[config.mk]
export PLATFORM = sky130hd
export DESIGN_NAME = rthc_queue
export DESIGN_NICKNAME = d
export VERILOG_FILES = /design/src/hw/rtl/rthc_pkg.sv /design/src/hw/rtl/rthc_queue.sv
export SDC_FILE = /design/constraint.sdc
export NUM_CORES = 1
export LEC_CHECK = 0
export BUFFER_PORTS_ARGS = -buffer_cell sky130_fd_sc_hd__buf_2
export CELL_PAD_IN_SITES_DETAIL_PLACEMENT = 1
export CELL_PAD_IN_SITES_GLOBAL_PLACEMENT = 1
export CORE_MARGIN = 5
export CORE_UTILIZATION = 30
export DETAILED_ROUTE_END_ITERATION = 10
export PLACE_DENSITY_LB_ADDON = 0.05
export SYNTH_ARGS = -nofsm -noshare
export SYNTH_HDL_FRONTEND = slang
export SYNTH_SLANG_ARGS = --single-unit
[constraint.sdc]
create_clock -name clk -period 17.5 [get_ports clk]
set_clock_uncertainty 0.2 [all_clocks]
set_input_delay 1.75 -clock clk [delete_from_list [all_inputs] [get_ports clk]]
set_output_delay 1.75 -clock clk [all_outputs]
set_load 0.01 [all_outputs]
[src/hw/rtl/rthc_pkg.sv]
// Shared types, constants and the step table of the ray/triangle hit counter.
`default_nettype none
package rthc_pkg;

	localparam int unsigned MAX_HITS_DEFAULT = 65535;
	localparam int QUEUE_DEPTH = 2;
	localparam int STEP_LAST = 23;
	localparam int DIV_LAST = 47;

	typedef logic signed [31:0] q16_t;

	localparam logic [2:0] REG_ORIGIN_X = 3'd0;
	localparam logic [2:0] REG_ORIGIN_Y = 3'd1;
	localparam logic [2:0] REG_ORIGIN_Z = 3'd2;
	localparam logic [2:0] REG_DIR_X    = 3'd3;
	localparam logic [2:0] REG_DIR_Y    = 3'd4;
	localparam logic [2:0] REG_DIR_Z    = 3'd5;
	localparam logic [2:0] REG_PAR_THR  = 3'd6;
	localparam logic [2:0] REG_MIN_DIST = 3'd7;

	typedef struct packed {
		q16_t [2:0]  origin;
		q16_t [2:0]  dir;
		logic [30:0] par_thr;
		logic [30:0] min_dist;
	} ray_cfg_t;

	typedef struct packed {
		q16_t [2:0] e1;
		q16_t [2:0] e2;
		q16_t [2:0] s;
		logic       last;
	} item_t;

	// operand codes
	localparam logic [4:0] OP_D0 = 5'd0;
	localparam logic [4:0] OP_D1 = 5'd1;
	localparam logic [4:0] OP_D2 = 5'd2;
	localparam logic [4:0] OP_E10 = 5'd3;
	localparam logic [4:0] OP_E11 = 5'd4;
	localparam logic [4:0] OP_E12 = 5'd5;
	localparam logic [4:0] OP_E20 = 5'd6;
	localparam logic [4:0] OP_E21 = 5'd7;
	localparam logic [4:0] OP_E22 = 5'd8;
	localparam logic [4:0] OP_S0 = 5'd9;
	localparam logic [4:0] OP_S1 = 5'd10;
	localparam logic [4:0] OP_S2 = 5'd11;
	localparam logic [4:0] OP_H0 = 5'd12;
	localparam logic [4:0] OP_H1 = 5'd13;
	localparam logic [4:0] OP_H2 = 5'd14;
	localparam logic [4:0] OP_Q0 = 5'd15;
	localparam logic [4:0] OP_Q1 = 5'd16;
	localparam logic [4:0] OP_Q2 = 5'd17;
	localparam int OP_COUNT = 18;

	// destination codes
	localparam logic [3:0] DST_H0 = 4'd0;
	localparam logic [3:0] DST_H1 = 4'd1;
	localparam logic [3:0] DST_H2 = 4'd2;
	localparam logic [3:0] DST_DET = 4'd3;
	localparam logic [3:0] DST_Q0 = 4'd4;
	localparam logic [3:0] DST_Q1 = 4'd5;
	localparam logic [3:0] DST_Q2 = 4'd6;
	localparam logic [3:0] DST_UN = 4'd7;
	localparam logic [3:0] DST_VN = 4'd8;
	localparam logic [3:0] DST_TN = 4'd9;

	typedef struct packed {
		logic [4:0] a_sel;
		logic [4:0] b_sel;
		logic       sub;
		logic       first;
		logic       fin;
		logic [3:0] dst;
	} step_op_t;

	function automatic step_op_t mk(logic [4:0] a, logic [4:0] b, logic sub,
		logic first, logic fin, logic [3:0] dst);
		step_op_t r;
		r.a_sel = a;
		r.b_sel = b;
		r.sub = sub;
		r.first = first;
		r.fin = fin;
		r.dst = dst;
		return r;
	endfunction

	function automatic step_op_t step_op(logic [4:0] step);
		step_op_t r;
		unique case (step)
			5'd0:  r = mk(OP_D1, OP_E22, 1'b0, 1'b1, 1'b0, DST_H0);
			5'd1:  r = mk(OP_D2, OP_E21, 1'b1, 1'b0, 1'b1, DST_H0);
			5'd2:  r = mk(OP_D2, OP_E20, 1'b0, 1'b1, 1'b0, DST_H1);
			5'd3:  r = mk(OP_D0, OP_E22, 1'b1, 1'b0, 1'b1, DST_H1);
			5'd4:  r = mk(OP_D0, OP_E21, 1'b0, 1'b1, 1'b0, DST_H2);
			5'd5:  r = mk(OP_D1, OP_E20, 1'b1, 1'b0, 1'b1, DST_H2);
			5'd6:  r = mk(OP_E10, OP_H0, 1'b0, 1'b1, 1'b0, DST_DET);
			5'd7:  r = mk(OP_E11, OP_H1, 1'b0, 1'b0, 1'b0, DST_DET);
			5'd8:  r = mk(OP_E12, OP_H2, 1'b0, 1'b0, 1'b1, DST_DET);
			5'd9:  r = mk(OP_S1, OP_E12, 1'b0, 1'b1, 1'b0, DST_Q0);
			5'd10: r = mk(OP_S2, OP_E11, 1'b1, 1'b0, 1'b1, DST_Q0);
			5'd11: r = mk(OP_S2, OP_E10, 1'b0, 1'b1, 1'b0, DST_Q1);
			5'd12: r = mk(OP_S0, OP_E12, 1'b1, 1'b0, 1'b1, DST_Q1);
			5'd13: r = mk(OP_S0, OP_E11, 1'b0, 1'b1, 1'b0, DST_Q2);
			5'd14: r = mk(OP_S1, OP_E10, 1'b1, 1'b0, 1'b1, DST_Q2);
			5'd15: r = mk(OP_S0, OP_H0, 1'b0, 1'b1, 1'b0, DST_UN);
			5'd16: r = mk(OP_S1, OP_H1, 1'b0, 1'b0, 1'b0, DST_UN);
			5'd17: r = mk(OP_S2, OP_H2, 1'b0, 1'b0, 1'b1, DST_UN);
			5'd18: r = mk(OP_D0, OP_Q0, 1'b0, 1'b1, 1'b0, DST_VN);
			5'd19: r = mk(OP_D1, OP_Q1, 1'b0, 1'b0, 1'b0, DST_VN);
			5'd20: r = mk(OP_D2, OP_Q2, 1'b0, 1'b0, 1'b1, DST_VN);
			5'd21: r = mk(OP_E20, OP_Q0, 1'b0, 1'b1, 1'b0, DST_TN);
			5'd22: r = mk(OP_E21, OP_Q1, 1'b0, 1'b0, 1'b0, DST_TN);
			5'd23: r = mk(OP_E22, OP_Q2, 1'b0, 1'b0, 1'b1, DST_TN);
			default: r = mk(OP_D0, OP_D0, 1'b0, 1'b1, 1'b0, DST_H0);
		endcase
		return r;
	endfunction

endpackage
`default_nettype wire

[src/hw/rtl/rthc_queue.sv]
// Short queue between the front end and the arithmetic back end.
`default_nettype none
module rthc_queue (
	input  logic            clk,
	input  logic            arst_n,
	input  logic            push_valid,
	output logic            push_ready,
	input  rthc_pkg::item_t push_data,
	output logic            pop_valid,
	input  logic            pop_ready,
	output rthc_pkg::item_t pop_data
);

	localparam int PTR_W = (rthc_pkg::QUEUE_DEPTH > 1) ? $clog2(rthc_pkg::QUEUE_DEPTH) : 1;
	localparam logic [PTR_W:0] FULL_CNT = (PTR_W + 1)'(rthc_pkg::QUEUE_DEPTH);
	localparam logic [PTR_W-1:0] PTR_MAX = PTR_W'(rthc_pkg::QUEUE_DEPTH - 1);

	rthc_pkg::item_t  mem_q [rthc_pkg::QUEUE_DEPTH];
	logic [PTR_W-1:0] wr_ptr_q;
	logic [PTR_W-1:0] rd_ptr_q;
	logic [PTR_W:0]   cnt_q;
	logic             do_push;
	logic             do_pop;

	assign push_ready = (cnt_q != FULL_CNT);
	assign pop_valid = (cnt_q != '0);
	assign pop_data = mem_q[rd_ptr_q];
	assign do_push = push_valid && push_ready;
	assign do_pop = pop_valid && pop_ready;

	always_ff @(posedge clk) begin
		if (do_push)
			mem_q[wr_ptr_q] <= push_data;
	end

	always_ff @(posedge clk or negedge arst_n) begin
		if (!arst_n) begin
			wr_ptr_q <= '0;
			rd_ptr_q <= '0;
			cnt_q <= '0;
		end else begin
			if (do_push)
				wr_ptr_q <= (wr_ptr_q == PTR_MAX) ? '0 : wr_ptr_q + 1'b1;
			if (do_pop)
				rd_ptr_q <= (rd_ptr_q == PTR_MAX) ? '0 : rd_ptr_q + 1'b1;
			if (do_push && !do_pop)
				cnt_q <= cnt_q + 1'b1;
			else if (do_pop && !do_push)
				cnt_q <= cnt_q - 1'b1;
		end
	end

endmodule
`default_nettype wire

==> implementation parameters <==
Parameter                              Value

Status
  Run status    finished clean

Min path
  Hold-critical path endpoint    cnt_q[1]
  Number of cells on the worst hold path    1
  Min-Delay Path Class    register to register
  Startpoint of the most critical hold path    cnt_q[1]

Cells and area
  Total number of nets in the final design    1,845
  Post-route design area    27,600 µm²
  Fill cell total of the finished layout    7,088
  Fraction of final layout cells with drive strength greater than 1    61.2%
  Non-filler instance count after layout    2,567
  Area growth from synthesis to layout    28.8%

Pwr
  Power after layout    4.78 mW
  LEAKAGE    10.4 nW
  Peak VDD IR    0.120 mV
  Pwr per Cell Area    173 nW/µm²

Floorplan
  Die area    76,800 µm²
  Y dimension of the die    277 µm
  I/O pin cnt    584
  Starting density of the core    30.1%
  Number of placement rows    98
  Die X-Extent    277 µm
  Standard cell core area    71,100 µm²

STA
  Summed negative setup slack over all endpoints    0 ns
  Tightest slew margin relative to the limit    25.8%
  Hold Worst Slack    0.286 ns
  Max-slew violation total from the final report    0
  RSZ-0062 raised after global routing    false
  Share of the clock period used by the worst path after layout    34.7%
  Setup violators final    0
  Final critical delay including setup and external delays    6.06 ns
  Maximum frequency from static timing analysis    165 MHz
  Transition time at the pin with the least slew margin    1.11 ns
  Final hold violations    0

Drt
  Post-route ant nets    0
  Detailed-route DRC error count    0
  Via count of the routed design    11,060
  Detailed Route WL    58,400 µm
  Routed vias/inst    4.31
  Length of the first detailed-routing pass in iterations    4
  DR WL/cell    22.7 µm
  First DRT Iteration DRCs    577

Critical path
  Reg2Reg Launch Point    cnt_q[0]
  Arrival time reported for the critical path endpoint    4.11 ns
  Crit Path Class    register to output pin
  Worst Setup Start Kind    register
  Required time reported for the critical path endpoint    15.55 ns
  Kind of capture point of the worst setup path    output pin
  Capturing point of the worst reg2reg path    mem_q[1][210]
  Crit path cell chain    buf_4 -> buf_12 -> mux2_2 -> buf_2
  Start point of the critical path    rd_ptr_q
  Worst-case reg-to-reg path depth    4
  Delay of the slowest cell on the worst path    1.00 ns
  Setup slack, reg-to-reg    13.99 ns
  Slowest cell on the critical path    sky130_fd_sc_hd__dfrtp_4
  Maximum fanout encountered on the critical timing path    125

Place
  Routability-driven placement congestion ratio    0.737
  Number of placed instances, taps included    2,430
  HPWL after detailed placement    40,700 µm
  Post-Place Cell Area    25,400 µm²
  PortBufs    583

Synth
  Distinct cell type count after synthesis    16
  Number of synthesized register bits    582
  Proportion of synthesized chip area in sequential cells    81.5%
  Syn_nets    1,211
  Post-synthesis instance area    21,400 µm²
  Largest cells by area after synthesis    sky130_fd_sc_hd__edfxtp_1 81%, sky130_fd_sc_hd__mux2_2 9.9%, sky130_fd_sc_hd__mux2_4 7.0%
  Area fraction of the dominant cell type after synthesis    81.1%
  Number of cells produced by synthesis    917
  Top cell type by total area after synthesis    sky130_fd_sc_hd__edfxtp_1
  Yosys warning total    0
  Syn_area_per_cell    23.3 µm²

Global route
  Number of global-route vias before repair    12,176
  GR Util All Layers    14.6%
  Wire length of the first global-routing pass    82,800 µm
  Maximum number of pins on one net before global-route repair    126
  Remaining global-route overflow    0
  Number of antenna violations at the first check in global routing    39

Clock network
  Post-CTS Setup Inserts    0
  Clock insertion delay at the later pin of the skew report    0.59 ns
  Gates resized, CTS repair    0
  Clk Tree Root Cell    sky130_fd_sc_hd__clkbuf_16
  Buffer levels on the longest clock path    3
  Clock sink count    582
  Deepest level of the CTS H-tree    3
  Clock-pin slew on the worst setup and hold paths    0.05 ns
  Total CTS buffers    69
  TritonCTS clock tree    done
  Number of buffers added to fix hold violations after cts    0

Job
  Max capacitance violation total    0
==> where the power goes <==
group          internal (mW)  switching [mW]
logic                  0.631           0.802
clock network          0.802           0.548
registers               1.91          0.0919
total                   3.34            1.44
==> synthesized netlist by cell type (all sizes together) <==
| library cell | n |
|---|---|
| nor2 | 2 |
| and3 | 1 |
| xor2 | 2 |
| dfrtp | 4 |
| edfxtp | 578 |
| inv | 1 |
| nand2b | 1 |
| nand2 | 2 |
| mux2 | 289 |
| or2 | 1 |
| xnor2 | 3 |
| ha | 1 |
| buf | 32 |
==> state kept, by name, indices dropped and copies added, names as in the netlist <==
register  flops
wr_ptr_q      1
rd_ptr_q      1
mem_q       578
cnt_q         2
==> worst max path at each step <==
stage	cells past startpoint	endpoint	slack, ns
after floorplan	2	mem_q[0][0]	2.55
after global placement	4	pop_data[28]	11.98
after detailed placement	4	pop_data[51]	11.99
after CTS	4	pop_data[82]	11.32
after global routing	4	pop_data[86]	11.22
final	4	pop_data[86]	11.44
==> worst max-delay path: cells and delay by family, from the launching register on <==
| family | cells | cell delay (ns) |
|---|---|---|
| buf+inv | 3 | 1.60 |
| mux | 1 | 0.42 |
| flops | 1 | 1.00 |
==> through the flow <==
step,utilization (%),setup WS (ns)
3_3_place_gp,35.7,11.98
4_1_cts,38.7,11.32
3_5_place_dp,35.7,11.99
6_report,38.8,11.44
5_1_grt,38.8,11.22
2_1_floorplan,-,2.55
==> cell type report <==
type / count / area, µm² / area share, %
Antenna cell: 15 / 37.5 / 0.136
Clock buffer: 92 / 1930 / 6.99
Clock inverter: 30 / 214 / 0.776
Inverter: 1 / 3.75 / 0.0136
Multi-Input combinational cell: 302 / 3730 / 13.5
Sequential cell: 582 / 17500 / 63.3
Tap cell: 950 / 1190 / 4.31
Timing Repair Buffer: 595 / 3020 / 10.9
==> cells in the final DEF, fill, tap and decap left out, drive strengths merged <==
cell type | Yosys | routed
inv | 1 | 2
clkbuf | 0 | 92
and3 | 1 | 1
nor2 | 2 | 2
nand2b | 1 | 1
mux2 | 289 | 289
buf | 32 | 595
diode | 0 | 15
bufinv | 0 | 2
xnor2 | 3 | 3
clkinv | 0 | 25
dfrtp | 4 | 4
xor2 | 2 | 2
clkinvlp | 0 | 2
ha | 1 | 1
edfxtp | 578 | 578
nand2 | 2 | 2
or2 | 1 | 1
==> kinds of logic after synthesis <==
logic type / count (synthesis) / synth area share, %
flip-flops: 582 / 81.5
buffers and inverters: 33 / 1.10
AND/OR/NAND/NOR: 7 / 0.158
XOR/XNOR: 5 / 0.205
multiplexers: 289 / 17.0
adder cells (fa/ha/maj): 1 / 0.0584
==> layer usage <==
layer | vias up | wire [µm] | global-route usage [%]
met4 | 30 | 1570 | 5.42
met3 | 123 | 5770 | 7.22
met1 | 5563 | 20900 | 15.4
li1 | 4968 | - | -
met5 | - | 163 | 0
met2 | 376 | 30000 | 25.5
Note: power is estimated with default switching activity, not from simulation.
