--- config.mk ---
export PLATFORM = sky130hd
export DESIGN_NAME = rthc_front
export DESIGN_NICKNAME = d
export VERILOG_FILES = /design/src/hw/rtl/rthc_pkg.sv /design/src/hw/rtl/rthc_front.sv
export SDC_FILE = /design/constraint.sdc
export NUM_CORES = 1
export LEC_CHECK = 0
export BUFFER_PORTS_ARGS = -buffer_cell sky130_fd_sc_hd__clkbuf_2
export CAP_MARGIN = 40
export CORE_AREA = 10 10 315 317
export DETAILED_ROUTE_END_ITERATION = 12
export DIE_AREA = 0 0 325 327
export PLACE_DENSITY_LB_ADDON = 0.3
export SLEW_MARGIN = 20
export SYNTH_ARGS = -nofsm -noshare
export SYNTH_HDL_FRONTEND = slang
export SYNTH_SLANG_ARGS = --single-unit
--- constraint.sdc ---
create_clock -name vclk -period 8
set_input_delay 1.2 -clock vclk [all_inputs]
set_output_delay 1.2 -clock vclk [all_outputs]
set_load 0.005 [all_outputs]
--- src/hw/rtl/rthc_pkg.sv ---
// Shared types, constants and the step table of the ray/triangle hit counter.
`default_nettype none
package rthc_pkg;

	localparam int unsigned MAX_HITS_DEFAULT = 65535;
	localparam int QUEUE_DEPTH = 2;
	localparam int STEP_LAST = 23;
	localparam int DIV_LAST = 47;

	typedef logic signed [31:0] q16_t;

	localparam logic [2:0] REG_ORIGIN_X = 3'd0;
	localparam logic [2:0] REG_ORIGIN_Y = 3'd1;
	localparam logic [2:0] REG_ORIGIN_Z = 3'd2;
	localparam logic [2:0] REG_DIR_X    = 3'd3;
	localparam logic [2:0] REG_DIR_Y    = 3'd4;
	localparam logic [2:0] REG_DIR_Z    = 3'd5;
	localparam logic [2:0] REG_PAR_THR  = 3'd6;
	localparam logic [2:0] REG_MIN_DIST = 3'd7;

	typedef struct packed {
		q16_t [2:0]  origin;
		q16_t [2:0]  dir;
		logic [30:0] par_thr;
		logic [30:0] min_dist;
	} ray_cfg_t;

	typedef struct packed {
		q16_t [2:0] e1;
		q16_t [2:0] e2;
		q16_t [2:0] s;
		logic       last;
	} item_t;

	// operand codes
	localparam logic [4:0] OP_D0 = 5'd0;
	localparam logic [4:0] OP_D1 = 5'd1;
	localparam logic [4:0] OP_D2 = 5'd2;
	localparam logic [4:0] OP_E10 = 5'd3;
	localparam logic [4:0] OP_E11 = 5'd4;
	localparam logic [4:0] OP_E12 = 5'd5;
	localparam logic [4:0] OP_E20 = 5'd6;
	localparam logic [4:0] OP_E21 = 5'd7;
	localparam logic [4:0] OP_E22 = 5'd8;
	localparam logic [4:0] OP_S0 = 5'd9;
	localparam logic [4:0] OP_S1 = 5'd10;
	localparam logic [4:0] OP_S2 = 5'd11;
	localparam logic [4:0] OP_H0 = 5'd12;
	localparam logic [4:0] OP_H1 = 5'd13;
	localparam logic [4:0] OP_H2 = 5'd14;
	localparam logic [4:0] OP_Q0 = 5'd15;
	localparam logic [4:0] OP_Q1 = 5'd16;
	localparam logic [4:0] OP_Q2 = 5'd17;
	localparam int OP_COUNT = 18;

	// destination codes
	localparam logic [3:0] DST_H0 = 4'd0;
	localparam logic [3:0] DST_H1 = 4'd1;
	localparam logic [3:0] DST_H2 = 4'd2;
	localparam logic [3:0] DST_DET = 4'd3;
	localparam logic [3:0] DST_Q0 = 4'd4;
	localparam logic [3:0] DST_Q1 = 4'd5;
	localparam logic [3:0] DST_Q2 = 4'd6;
	localparam logic [3:0] DST_UN = 4'd7;
	localparam logic [3:0] DST_VN = 4'd8;
	localparam logic [3:0] DST_TN = 4'd9;

	typedef struct packed {
		logic [4:0] a_sel;
		logic [4:0] b_sel;
		logic       sub;
		logic       first;
		logic       fin;
		logic [3:0] dst;
	} step_op_t;

	function automatic step_op_t mk(logic [4:0] a, logic [4:0] b, logic sub,
		logic first, logic fin, logic [3:0] dst);
		step_op_t r;
		r.a_sel = a;
		r.b_sel = b;
		r.sub = sub;
		r.first = first;
		r.fin = fin;
		r.dst = dst;
		return r;
	endfunction

	function automatic step_op_t step_op(logic [4:0] step);
		step_op_t r;
		unique case (step)
			5'd0:  r = mk(OP_D1, OP_E22, 1'b0, 1'b1, 1'b0, DST_H0);
			5'd1:  r = mk(OP_D2, OP_E21, 1'b1, 1'b0, 1'b1, DST_H0);
			5'd2:  r = mk(OP_D2, OP_E20, 1'b0, 1'b1, 1'b0, DST_H1);
			5'd3:  r = mk(OP_D0, OP_E22, 1'b1, 1'b0, 1'b1, DST_H1);
			5'd4:  r = mk(OP_D0, OP_E21, 1'b0, 1'b1, 1'b0, DST_H2);
			5'd5:  r = mk(OP_D1, OP_E20, 1'b1, 1'b0, 1'b1, DST_H2);
			5'd6:  r = mk(OP_E10, OP_H0, 1'b0, 1'b1, 1'b0, DST_DET);
			5'd7:  r = mk(OP_E11, OP_H1, 1'b0, 1'b0, 1'b0, DST_DET);
			5'd8:  r = mk(OP_E12, OP_H2, 1'b0, 1'b0, 1'b1, DST_DET);
			5'd9:  r = mk(OP_S1, OP_E12, 1'b0, 1'b1, 1'b0, DST_Q0);
			5'd10: r = mk(OP_S2, OP_E11, 1'b1, 1'b0, 1'b1, DST_Q0);
			5'd11: r = mk(OP_S2, OP_E10, 1'b0, 1'b1, 1'b0, DST_Q1);
			5'd12: r = mk(OP_S0, OP_E12, 1'b1, 1'b0, 1'b1, DST_Q1);
			5'd13: r = mk(OP_S0, OP_E11, 1'b0, 1'b1, 1'b0, DST_Q2);
			5'd14: r = mk(OP_S1, OP_E10, 1'b1, 1'b0, 1'b1, DST_Q2);
			5'd15: r = mk(OP_S0, OP_H0, 1'b0, 1'b1, 1'b0, DST_UN);
			5'd16: r = mk(OP_S1, OP_H1, 1'b0, 1'b0, 1'b0, DST_UN);
			5'd17: r = mk(OP_S2, OP_H2, 1'b0, 1'b0, 1'b1, DST_UN);
			5'd18: r = mk(OP_D0, OP_Q0, 1'b0, 1'b1, 1'b0, DST_VN);
			5'd19: r = mk(OP_D1, OP_Q1, 1'b0, 1'b0, 1'b0, DST_VN);
			5'd20: r = mk(OP_D2, OP_Q2, 1'b0, 1'b0, 1'b1, DST_VN);
			5'd21: r = mk(OP_E20, OP_Q0, 1'b0, 1'b1, 1'b0, DST_TN);
			5'd22: r = mk(OP_E21, OP_Q1, 1'b0, 1'b0, 1'b0, DST_TN);
			5'd23: r = mk(OP_E22, OP_Q2, 1'b0, 1'b0, 1'b1, DST_TN);
			default: r = mk(OP_D0, OP_D0, 1'b0, 1'b1, 1'b0, DST_H0);
		endcase
		return r;
	endfunction

endpackage
`default_nettype wire

--- src/hw/rtl/rthc_front.sv ---
// Front end: forms the saturated edge and origin vectors of a triangle.
`default_nettype none
module rthc_front (
	input  rthc_pkg::ray_cfg_t cfg,
	input  rthc_pkg::q16_t     a_x,
	input  rthc_pkg::q16_t     a_y,
	input  rthc_pkg::q16_t     a_z,
	input  rthc_pkg::q16_t     b_x,
	input  rthc_pkg::q16_t     b_y,
	input  rthc_pkg::q16_t     b_z,
	input  rthc_pkg::q16_t     c_x,
	input  rthc_pkg::q16_t     c_y,
	input  rthc_pkg::q16_t     c_z,
	input  logic               last_triangle,
	output rthc_pkg::item_t    item
);

	function automatic rthc_pkg::q16_t sat_sub(rthc_pkg::q16_t x, rthc_pkg::q16_t y);
		logic signed [32:0] d;
		d = 33'(x) - 33'(y);
		if (d[32] != d[31])
			return d[32] ? 32'sh8000_0000 : 32'sh7FFF_FFFF;
		return d[31:0];
	endfunction

	always_comb begin
		item.e1[0] = sat_sub(b_x, a_x);
		item.e1[1] = sat_sub(b_y, a_y);
		item.e1[2] = sat_sub(b_z, a_z);
		item.e2[0] = sat_sub(c_x, a_x);
		item.e2[1] = sat_sub(c_y, a_y);
		item.e2[2] = sat_sub(c_z, a_z);
		item.s[0] = sat_sub(cfg.origin[0], a_x);
		item.s[1] = sat_sub(cfg.origin[1], a_y);
		item.s[2] = sat_sub(cfg.origin[2], a_z);
		item.last = last_triangle;
	end

endmodule
`default_nettype wire

==> results of run 1 <==
cells in the final DEF (no fill, tap or decap), types with 7 or more instances in the layout:
master,instances
nor2_1,133
xor2_1,110
a31o_2,9
o21bai_1,29
o31ai_1,21
nand4_1,29
buf_4,18
nor3_1,27
ha_1,288
and4_1,11
o41ai_1,7
o211a_1,7
nand3_1,48
or2_2,9
o211ai_1,21
o21ai_1,22
nand2_1,154
a21o_1,165
and2_1,14
maj3_1,20
a211oi_1,20
nor2b_1,36
clkbuf_2,672
o21ai_0,280
fa_1,9
inv_1,173
a21oi_1,362
xnor2_1,151
nand2b_1,44
and3_1,27
o21a_1,32
a31oi_1,24
a41oi_1,11
o31a_1,7
routing by layer:
metal / part of all wire (%) / GRT usage [%]
met1: 44 / 19.4
met2: 46 / 26.3
met3: 6.7 / 2.80
met4: 2.3 / 3.28
met5: 0.022 / 0
synthesized netlist by cell type (7+ instances only):
cell      number  area [um^2]
a211oi_1      20          150
o31ai_1       21          158
and3_1        27          169
xor2_1       110          963
ha_1         288         3600
o21a_1        32          240
clkbuf_1      69          259
fa_1           9          180
o21bai_1      29          218
inv_1        173          649
o21ai_1       22          110
o21ai_0      280         1400
buf_2         18         90.1
nor3_1        27          135
o211a_1        7         70.1
and4_1        11         96.3
o41ai_1        7         61.3
xnor2_1      152         1330
nand3_1       48          240
o211ai_1      21          158
a31oi_1       25          156
buf_4          8         60.1
nor2_1       134          503
nand4_1       29          181
a31o_2         9         78.8
o31a_1         7         61.3
or2_2          9         56.3
maj3_1        20          200
a41oi_1       11         96.3
a21o_1       165         1240
nand2_1      154          578
a21oi_1      363         1820
and2_1        14         87.6
nor2b_1       36          225
nand2b_1      44          275
per-stage QoR:
stage,cells,hold slack (ps)
floorplan,2521,2480
global placement,4366,2400
detailed placement,4368,2400
CTS,4368,2400
global route,4374,2400
finish,4375,2400
kinds of logic (layout without fill, tap and decap cells):
kind of cell,count (synthesis),in the layout
AO/OA/AOI/OAI,1096,1096
XOR/XNOR,264,264
adder cells (fa/ha/maj),317,317
buffers and inverters,271,865
multiplexers,6,6
other,0,6
AND/OR/NAND/NOR,567,567
final timing paths:
check	end	slack, ps	cells past startpoint	start
min	item[0]	2400	0	last_triangle
max	item[88]	1410	14	a_z[1]
layout make-up:
cell class / instances / area, um^2
timing repair buffer: 692 / 3530
antenna: 6 / 15.0
tap: 1254 / 1570
fill: 10700 / 71000
inverter: 173 / 649
multi-input combinational: 2250 / 16000
where the power goes:
group / switching (mW) / leakage (nW) / total, mW / internal (mW)
Combinational: 1.59 / 11.0 / 2.65 / 1.06
Sequential: 0 / 0 / 0 / 0
Clock: 0 / 0.0000380 / 0.000000101 / 0.000000101
==> impl_metrics.toml, run 1 <==
[outcome]
status = "complete, no violations"

[worst_setup_path]
critPathBufInv = 3
crit_family = "compound AO/OA/AOI/OAI gates"
critPathKind = "input port to primary output"
crit_top_cell = "clkbuf_2"
critPathSlowestCell = "a311oi_1"
crit_path_cell_trace = "clkbuf_2, inv_1, ha_1, nor2b_1, o31ai_1, a21oi_1, a311oi_1, nor3_1, o21ai_1, o31a_1, xnor2_2, nand2_2, o21ai_0, clkbuf_2"
critPathCaptureType = "primary output"
worst-path-max-fanout = 27
cp.required_ps = 6800
cp.arrival_ps = 5390
max_stage_delay_ps = 560
worstSetupStartpointType = "input port"

[sta]
fin_crit_sh_pct = 82.4
fin_crit_ps = 6590
max_slew_margin_pct = 48.2
grt_setup_unrepaired = "no"
setup_viol = 0
drv_slew = 0
postLayoutSetupSlackWorst_ps = 1410
fmax_mhz = 152
hold_viol_final = 0
finalSetupTns_ps = 0
tightest_slew_ps = 766

[route]
ant_nets = 0
drt-total-wl_um = 87700
drt_iter0_drc = 1508
vias_per_cell = 4.86
drtPass1Iterations = 5
wl_per_cell_um = 20.0
num_vias = 21300
drcViolationCount = 0

[cts]
cts_resized = 0
post_cts_buffers = 0
holdBufCountCts = 0

[yosys]
syn_area_per_cell_um2 = 6.77
yosys_warnings = 0
syn-cell-area_mm2 = 0.0171
ys_types = 89
synth_compound_area_share_pct = 39.9
synth_top_family_by_area = "compound AO/OA/AOI/OAI gates"
synthSimpleGateAreaFrac_pct = 16.5
synthAdderAreaFrac_pct = 23.3
synthXorXnorAreaFrac_pct = 13.6
postSynthCellCount = 2521
synthMuxAreaShare_pct = 0.418
syn_nets = 3361
yosysSeqAreaShare_pct = 0

[power_and_ir_drop]
power_mw = 2.65
peakVddDrop_uv = 64.0
p_per_area_mw_per_mm2 = 122
p_leak_nw = 11.0

[finish]
seqCellArea_um2 = 0
numSequentialCells = 0
fin_nets = 3957
post-route-cell-area_mm2 = 0.0218
nClkBuffers = 0
areaGrowthSynthToFinish_pct = 27.6
drive_above_1_share_pct = 23.9
final_core_util_pct = 23.5

[placement]
dp_slack_ps = 1360
dp_hpwl_um = 78700
port_buffers = 672
placed_area_mm2 = 0.0218
gp_congestion = 0.957

[floorplan]
dieArea_mm2 = 0.106
io_pins = 832
coreArea_mm2 = 0.0928
die_h_um = 327
rows = 112
initial_utilization_pct = 18.4
die_w_um = 325

[global_routing]
grt_pass1_wl_um = 129000
grt_antenna_before_repair = 9
grt_max_degree = 29
gr-usage-all-layers_pct = 15.2
grt_pass1_vias = 21300
overflow = 0

[run]
cap_violations = 0

[hold_path]
hold_path_class = "input port to primary output"
(Power assumes the default switching activity.)
==> run 2, diff against run 1 <==
--- a/config.mk
+++ b/config.mk
@@ -5,11 +5,12 @@
 export SDC_FILE = /design/constraint.sdc
 export NUM_CORES = 1
 export LEC_CHECK = 0
+export ABC_AREA = 1
 export BUFFER_PORTS_ARGS = -buffer_cell sky130_fd_sc_hd__clkbuf_2
 export CAP_MARGIN = 40
-export CORE_AREA = 10 10 315 317
+export CORE_AREA = 10 10 314 316
 export DETAILED_ROUTE_END_ITERATION = 12
-export DIE_AREA = 0 0 325 327
+export DIE_AREA = 0 0 324 326
 export PLACE_DENSITY_LB_ADDON = 0.3
 export SLEW_MARGIN = 20
 export SYNTH_ARGS = -nofsm -noshare
==> constraint.sdc (replaced) <==
create_clock -name vclk -period 6.49
set_input_delay 0.9735 -clock vclk [all_inputs]
set_output_delay 0.9735 -clock vclk [all_outputs]
set_load 0.005 [all_outputs]
==> run 2 against run 1 <==
Net effect: worst setup slack gained 340 ps; critical path depth grew 3; first-iteration DRC count up 33%; design area increased by 25%; via count is 39% higher; die area is 0.61% lower; synthesized cell count rose by 79%; core utilization increased by 5.9 points; combinational power up 37%; non-clock buffer count fell by 20; clock-buffer cell count unchanged.
==> impl_metrics.toml, run 2 <==
[yosys]
yosys-top-cells-area = "nand2_1, ha_1, inv_1"
synth_commonest_cells = "nand2_1, inv_1, nor2_1, a21oi_1, ha_1"
ys_types = 31
synth_top_cell_by_area = "nand2_1"
post-synth-top-count-cell = "nand2_1"
postSynthCellCount = 4504
syn_area_per_cell_um2 = 5.06
yosysSeqAreaShare_pct = 0
yosysTopAreaCellShare_pct = 32.7
syn_nets = 5344
syn-cell-area_mm2 = 0.0228
yosys_warnings = 0

[finish]
drive_above_1_share_pct = 16.5
nClkBuffers = 0
fin_cells = 6332
final_core_util_pct = 29.4
seqCellArea_um2 = 0
mostFrequentLayoutCells = "nand2_1, clkbuf_2, inv_1"
fin_nets = 5972
areaGrowthSynthToFinish_pct = 19.2
layout_commonest_cell = "nand2_1"
numSequentialCells = 0

[route]
num_vias = 29700
ant_nets = 0
drt-total-wl_um = 116000
drcViolationCount = 0
vias_per_cell = 4.68
wl_per_cell_um = 18.3
drt_iter0_drc = 2000
drtPass1Iterations = 7

[floorplan]
die_w_um = 324
io_pins = 832
die_h_um = 326
coreArea_mm2 = 0.0925
dieArea_mm2 = 0.106
rows = 112
initial_utilization_pct = 24.6

[power_and_ir_drop]
switching_share_pct = 64.8
p_leak_nw = 17.4
combPwrFrac_pct = 100.0
p_per_area_mw_per_mm2 = 134
p_switching_mw = 2.36
seq_power_share_pct = 0
peakVddDrop_uv = 139
p_int_mw = 1.28
clkPwrFrac_pct = 0

[cts]
cts_resized = 0
post_cts_buffers = 0
holdBufCountCts = 0

[sta]
finalSetupTns_ps = 0
max_slew_margin_pct = 57.5
hold_viol_final = 0
fin_crit_sh_pct = 73.1
grt_setup_unrepaired = "no"
tightest_slew_ps = 631
fin_crit_ps = 4740
drv_slew = 0
setup_viol = 0
fmax_mhz = 211

[placement]
gp_congestion = 0.995
dp.cells = 6327
dp_hpwl_um = 106000
port_buffers = 672

[worst_setup_path]
worstSetupStartpointType = "input port"
cp.arrival_ps = 3770
cp.required_ps = 5520
worst-path-max-fanout = 21
critPathKind = "input port to primary output"
critPathCaptureType = "primary output"

[global_routing]
grt_antenna_before_repair = 13
gr-usage-all-layers_pct = 20.6
grt_max_degree = 32
overflow = 0
grt_pass1_vias = 28400
grt_pass1_wl_um = 170000

[outcome]
status = "complete, no violations"

[hold_path]
hold_path_class = "input port to primary output"

[run]
cap_violations = 0
==> run 2: cell types whose count changed in the layout (fill, tap and decap cells not counted), moves of 71 or more <==
cell	previous run	this run
o21ai_0	280	93
nand3_1	48	146
a21o_1	165	6
xnor2_1	151	43
nand2_1	154	1984
inv_1	173	666
nor2_1	133	438
nand2_2	1	72
==> run 2: final cells by class <==
type	instances	area, um^2
Tap cell	1197	1500
Inverter	674	2530
Timing Repair Buffer	672	3360
Fill cell	11000	65300
Antenna cell	5	12.5
Multi-Input combinational cell	3784	19800
==> run 2: power by group through the flow <==
stage                     logic [mW]  clock network, mW  registers, mW
after floorplan                 2.22                  0              0
after global placement          3.63                  0              0
after detailed placement        3.63                  0              0
after CTS                       3.65                  0              0
after global routing            4.05        0.000000103              0
final                           3.64        0.000000104              0
==> run 2: path summary, 6_finish.rpt <==
| path | slack (ps) | from | cells past startpoint | endpoint |
|---|---|---|---|---|
| hold / removal | 1950 | last_triangle | 0 | item[0] |
| setup / recovery | 1750 | a_z[0] | 17 | item[88] |
==> run 2: layer usage <==
layer	up-vias	GRT usage, %	part of all wire, %
li1	15300	-	-
met1	13300	26.2	44
met2	950	36.1	47
met3	104	2.60	6.2
met4	10	5.00	2.9
met5	-	0	0.066
==> run 2: cells by family (layout without fill, tap and decap cells) <==
kind of cell	Yosys count	in the layout	synth area share [%]
xor+xnor	169	169	6.50
fa+ha+maj	297	297	16.6
buf+inv	720	1346	13.3
simple gates	2792	2792	50.4
compound gates	526	526	13.2
other cells	0	5	0
==> run 2: through the flow <==
stage	power (mW)	setup WS (ps)	hold WS, ps	cell area [um^2]
3_3_place_gp	3.63	1760	1950	27200
5_1_grt	4.05	1490	1950	27200
3_5_place_dp	3.63	1700	1950	27200
6_report	3.64	1750	1950	27200
4_1_cts	3.65	1700	1950	27200
2_1_floorplan	2.22	2870	2030	22800
==> run 2: worst max-delay path: stages <==
cell and delay [ps]:
clkbuf_2 190, ha_1 180, inv_1 90, fa_1 460, nand2_1 100, nand3_1 80
nand3_1 80, nand2_1 140, nand2_1 110, nand2_2 90, nand2_2 100, nand3_1 80
nand2_2 90, nand3_2 430, nand2_1 310, nand2_1 90, clkbuf_2 130
==> run 3, diff against run 2 <==
==> constraint.sdc (replaced) <==
create_clock -name vclk -period 4.2
set_input_delay 0.63 -clock vclk [all_inputs]
set_output_delay 0.63 -clock vclk [all_outputs]
set_load 0.005 [all_outputs]
==> run 3 against run 2 <==
Net effect: global-route usage shrank 0.33 points; routed wire length fell by 1.3%; non-clock buffer count increased by 31; cell count is 0.46% higher; die area unchanged; sequential share of layout area stayed put; largest cell class unchanged; worst hold slack worse by 690 ps; first-iteration DRC count rose by 18%; clock-buffer cell count unchanged; via count barely moved.
==> impl_metrics.toml, run 3 (synthesis gave the netlist of run 2 again) <==
[outcome]
status = "complete, no violations"

[sta]
fin_crit_ps = 3870
tightest_slew_ps = 550
setup_viol = 0
finalSetupTns_ps = 0
postLayoutSetupSlackWorst_ps = 329
fmax_mhz = 258
hold_viol_final = 0
drv_slew = 0
grt_setup_unrepaired = "no"
max_slew_margin_pct = 63.0
fin_crit_sh_pct = 92.2

[route]
drt_iter0_drc = 2361
drtPass1Iterations = 7
drcViolationCount = 0
num_vias = 29700
ant_nets = 0
drt-total-wl_um = 114000
vias_per_cell = 4.66
wl_per_cell_um = 18.0

[finish]
areaGrowthSynthToFinish_pct = 20.2
layout_commonest_cell = "nand2_1"
seqCellArea_um2 = 0
nClkBuffers = 0
post-route-cell-area_mm2 = 0.0274
fin_nets = 6003
mostFrequentLayoutCells = "nand2_1, clkbuf_2, inv_1"
drive_above_1_share_pct = 17.1
n_fill_cell = 11100
numSequentialCells = 0
fin_cells = 6361

[floorplan]
coreArea_mm2 = 0.0925
initial_utilization_pct = 24.6
io_pins = 832
die_w_um = 324
rows = 112
dieArea_mm2 = 0.106
die_h_um = 326

[worst_setup_path]
crit_top_cell = "nand2_1"
critPathCaptureType = "primary output"
critPathSlowestCell = "nand3_2"
critPathBufInv = 3
worst-path-max-fanout = 21
cp.arrival_ps = 3240
critPathKind = "input port to primary output"
cp.required_ps = 3570
crit_path_cell_trace = "clkbuf_2, inv_1, ha_1, a21oi_1, nand2_1, nand2_1, nand2_1, a21oi_1, nand2_1, nand2_2, nand3_2, nand2_1, nand2_1, clkbuf_2"
worstSetupStartpointType = "input port"
max_stage_delay_ps = 420
crit_family = "simple AND/OR/NAND/NOR gates"

[global_routing]
overflow = 0
gr-usage-all-layers_pct = 20.2
grt_pass1_wl_um = 168000
grt_antenna_before_repair = 8
grt_max_degree = 32
grt_pass1_vias = 28200

[cts]
post_cts_buffers = 0
holdBufCountCts = 0
cts_resized = 0

[placement]
gp_congestion = 1.03
dp.cells = 6358
port_buffers = 672
dp_slack_ps = 409
placed_area_mm2 = 0.0274
dp_hpwl_um = 105000

[run]
cap_violations = 0

[hold_path]
hold_path_class = "input port to primary output"

[power_and_ir_drop]
p_per_area_mw_per_mm2 = 206
combPwrFrac_pct = 100.0
p_switching_mw = 3.63
clkPwrFrac_pct = 0
peakVddDrop_uv = 149
switching_share_pct = 64.3
p_int_mw = 2.02
seq_power_share_pct = 0
power_mw = 5.65
p_leak_nw = 17.5
run 3: cell types whose count changed in the layout (fill, tap and decap cells not counted):
| cell | previous run | this run |
|---|---|---|
| buf_4 | 0 | 31 |
| diode_2 | 5 | 3 |
run 3: worst paths after layout:
kind,startpoint,endpoint,depth (start not counted)
min,last_triangle,item[0],0
max,a_x[26],item[114],14
run 3: through the flow:
step | hold WS, ps | utilization (%)
floorplan | 1340 | -
global placement | 1260 | 29.6
finish | 1260 | 29.6
detailed placement | 1260 | 29.6
global route | 1260 | 29.6
CTS | 1260 | 29.6
run 3: cell type report:
class              count  area (um^2)  area share [%]
diodes                 3         7.51          0.0274
multi-input cells   3784        19800            72.1
repair buffers       703         3600            13.1
inverters            674         2530            9.23
well taps           1197         1500            5.47
run 3: power groups by stage:
| stage | Sequential, mW | Combinational, mW | Clock (mW) |
|---|---|---|---|
| 2_1_floorplan | 0 | 3.43 | 0 |
| 3_3_place_gp | 0 | 5.62 | 0 |
| 3_5_place_dp | 0 | 5.62 | 0 |
| 4_1_cts | 0 | 5.65 | 0 |
| 5_1_grt | 0 | 6.27 | 0.0000000958 |
| 6_report | 0 | 5.65 | 0.0000000962 |
run 3: layer usage:
metal	wire (um)	global-route usage [%]	vias up
li1	-	-	15300
met1	49900	25.8	13200
met2	52700	35.2	1037
met3	8060	2.63	134
met4	3710	5.42	10
met5	67	0	-
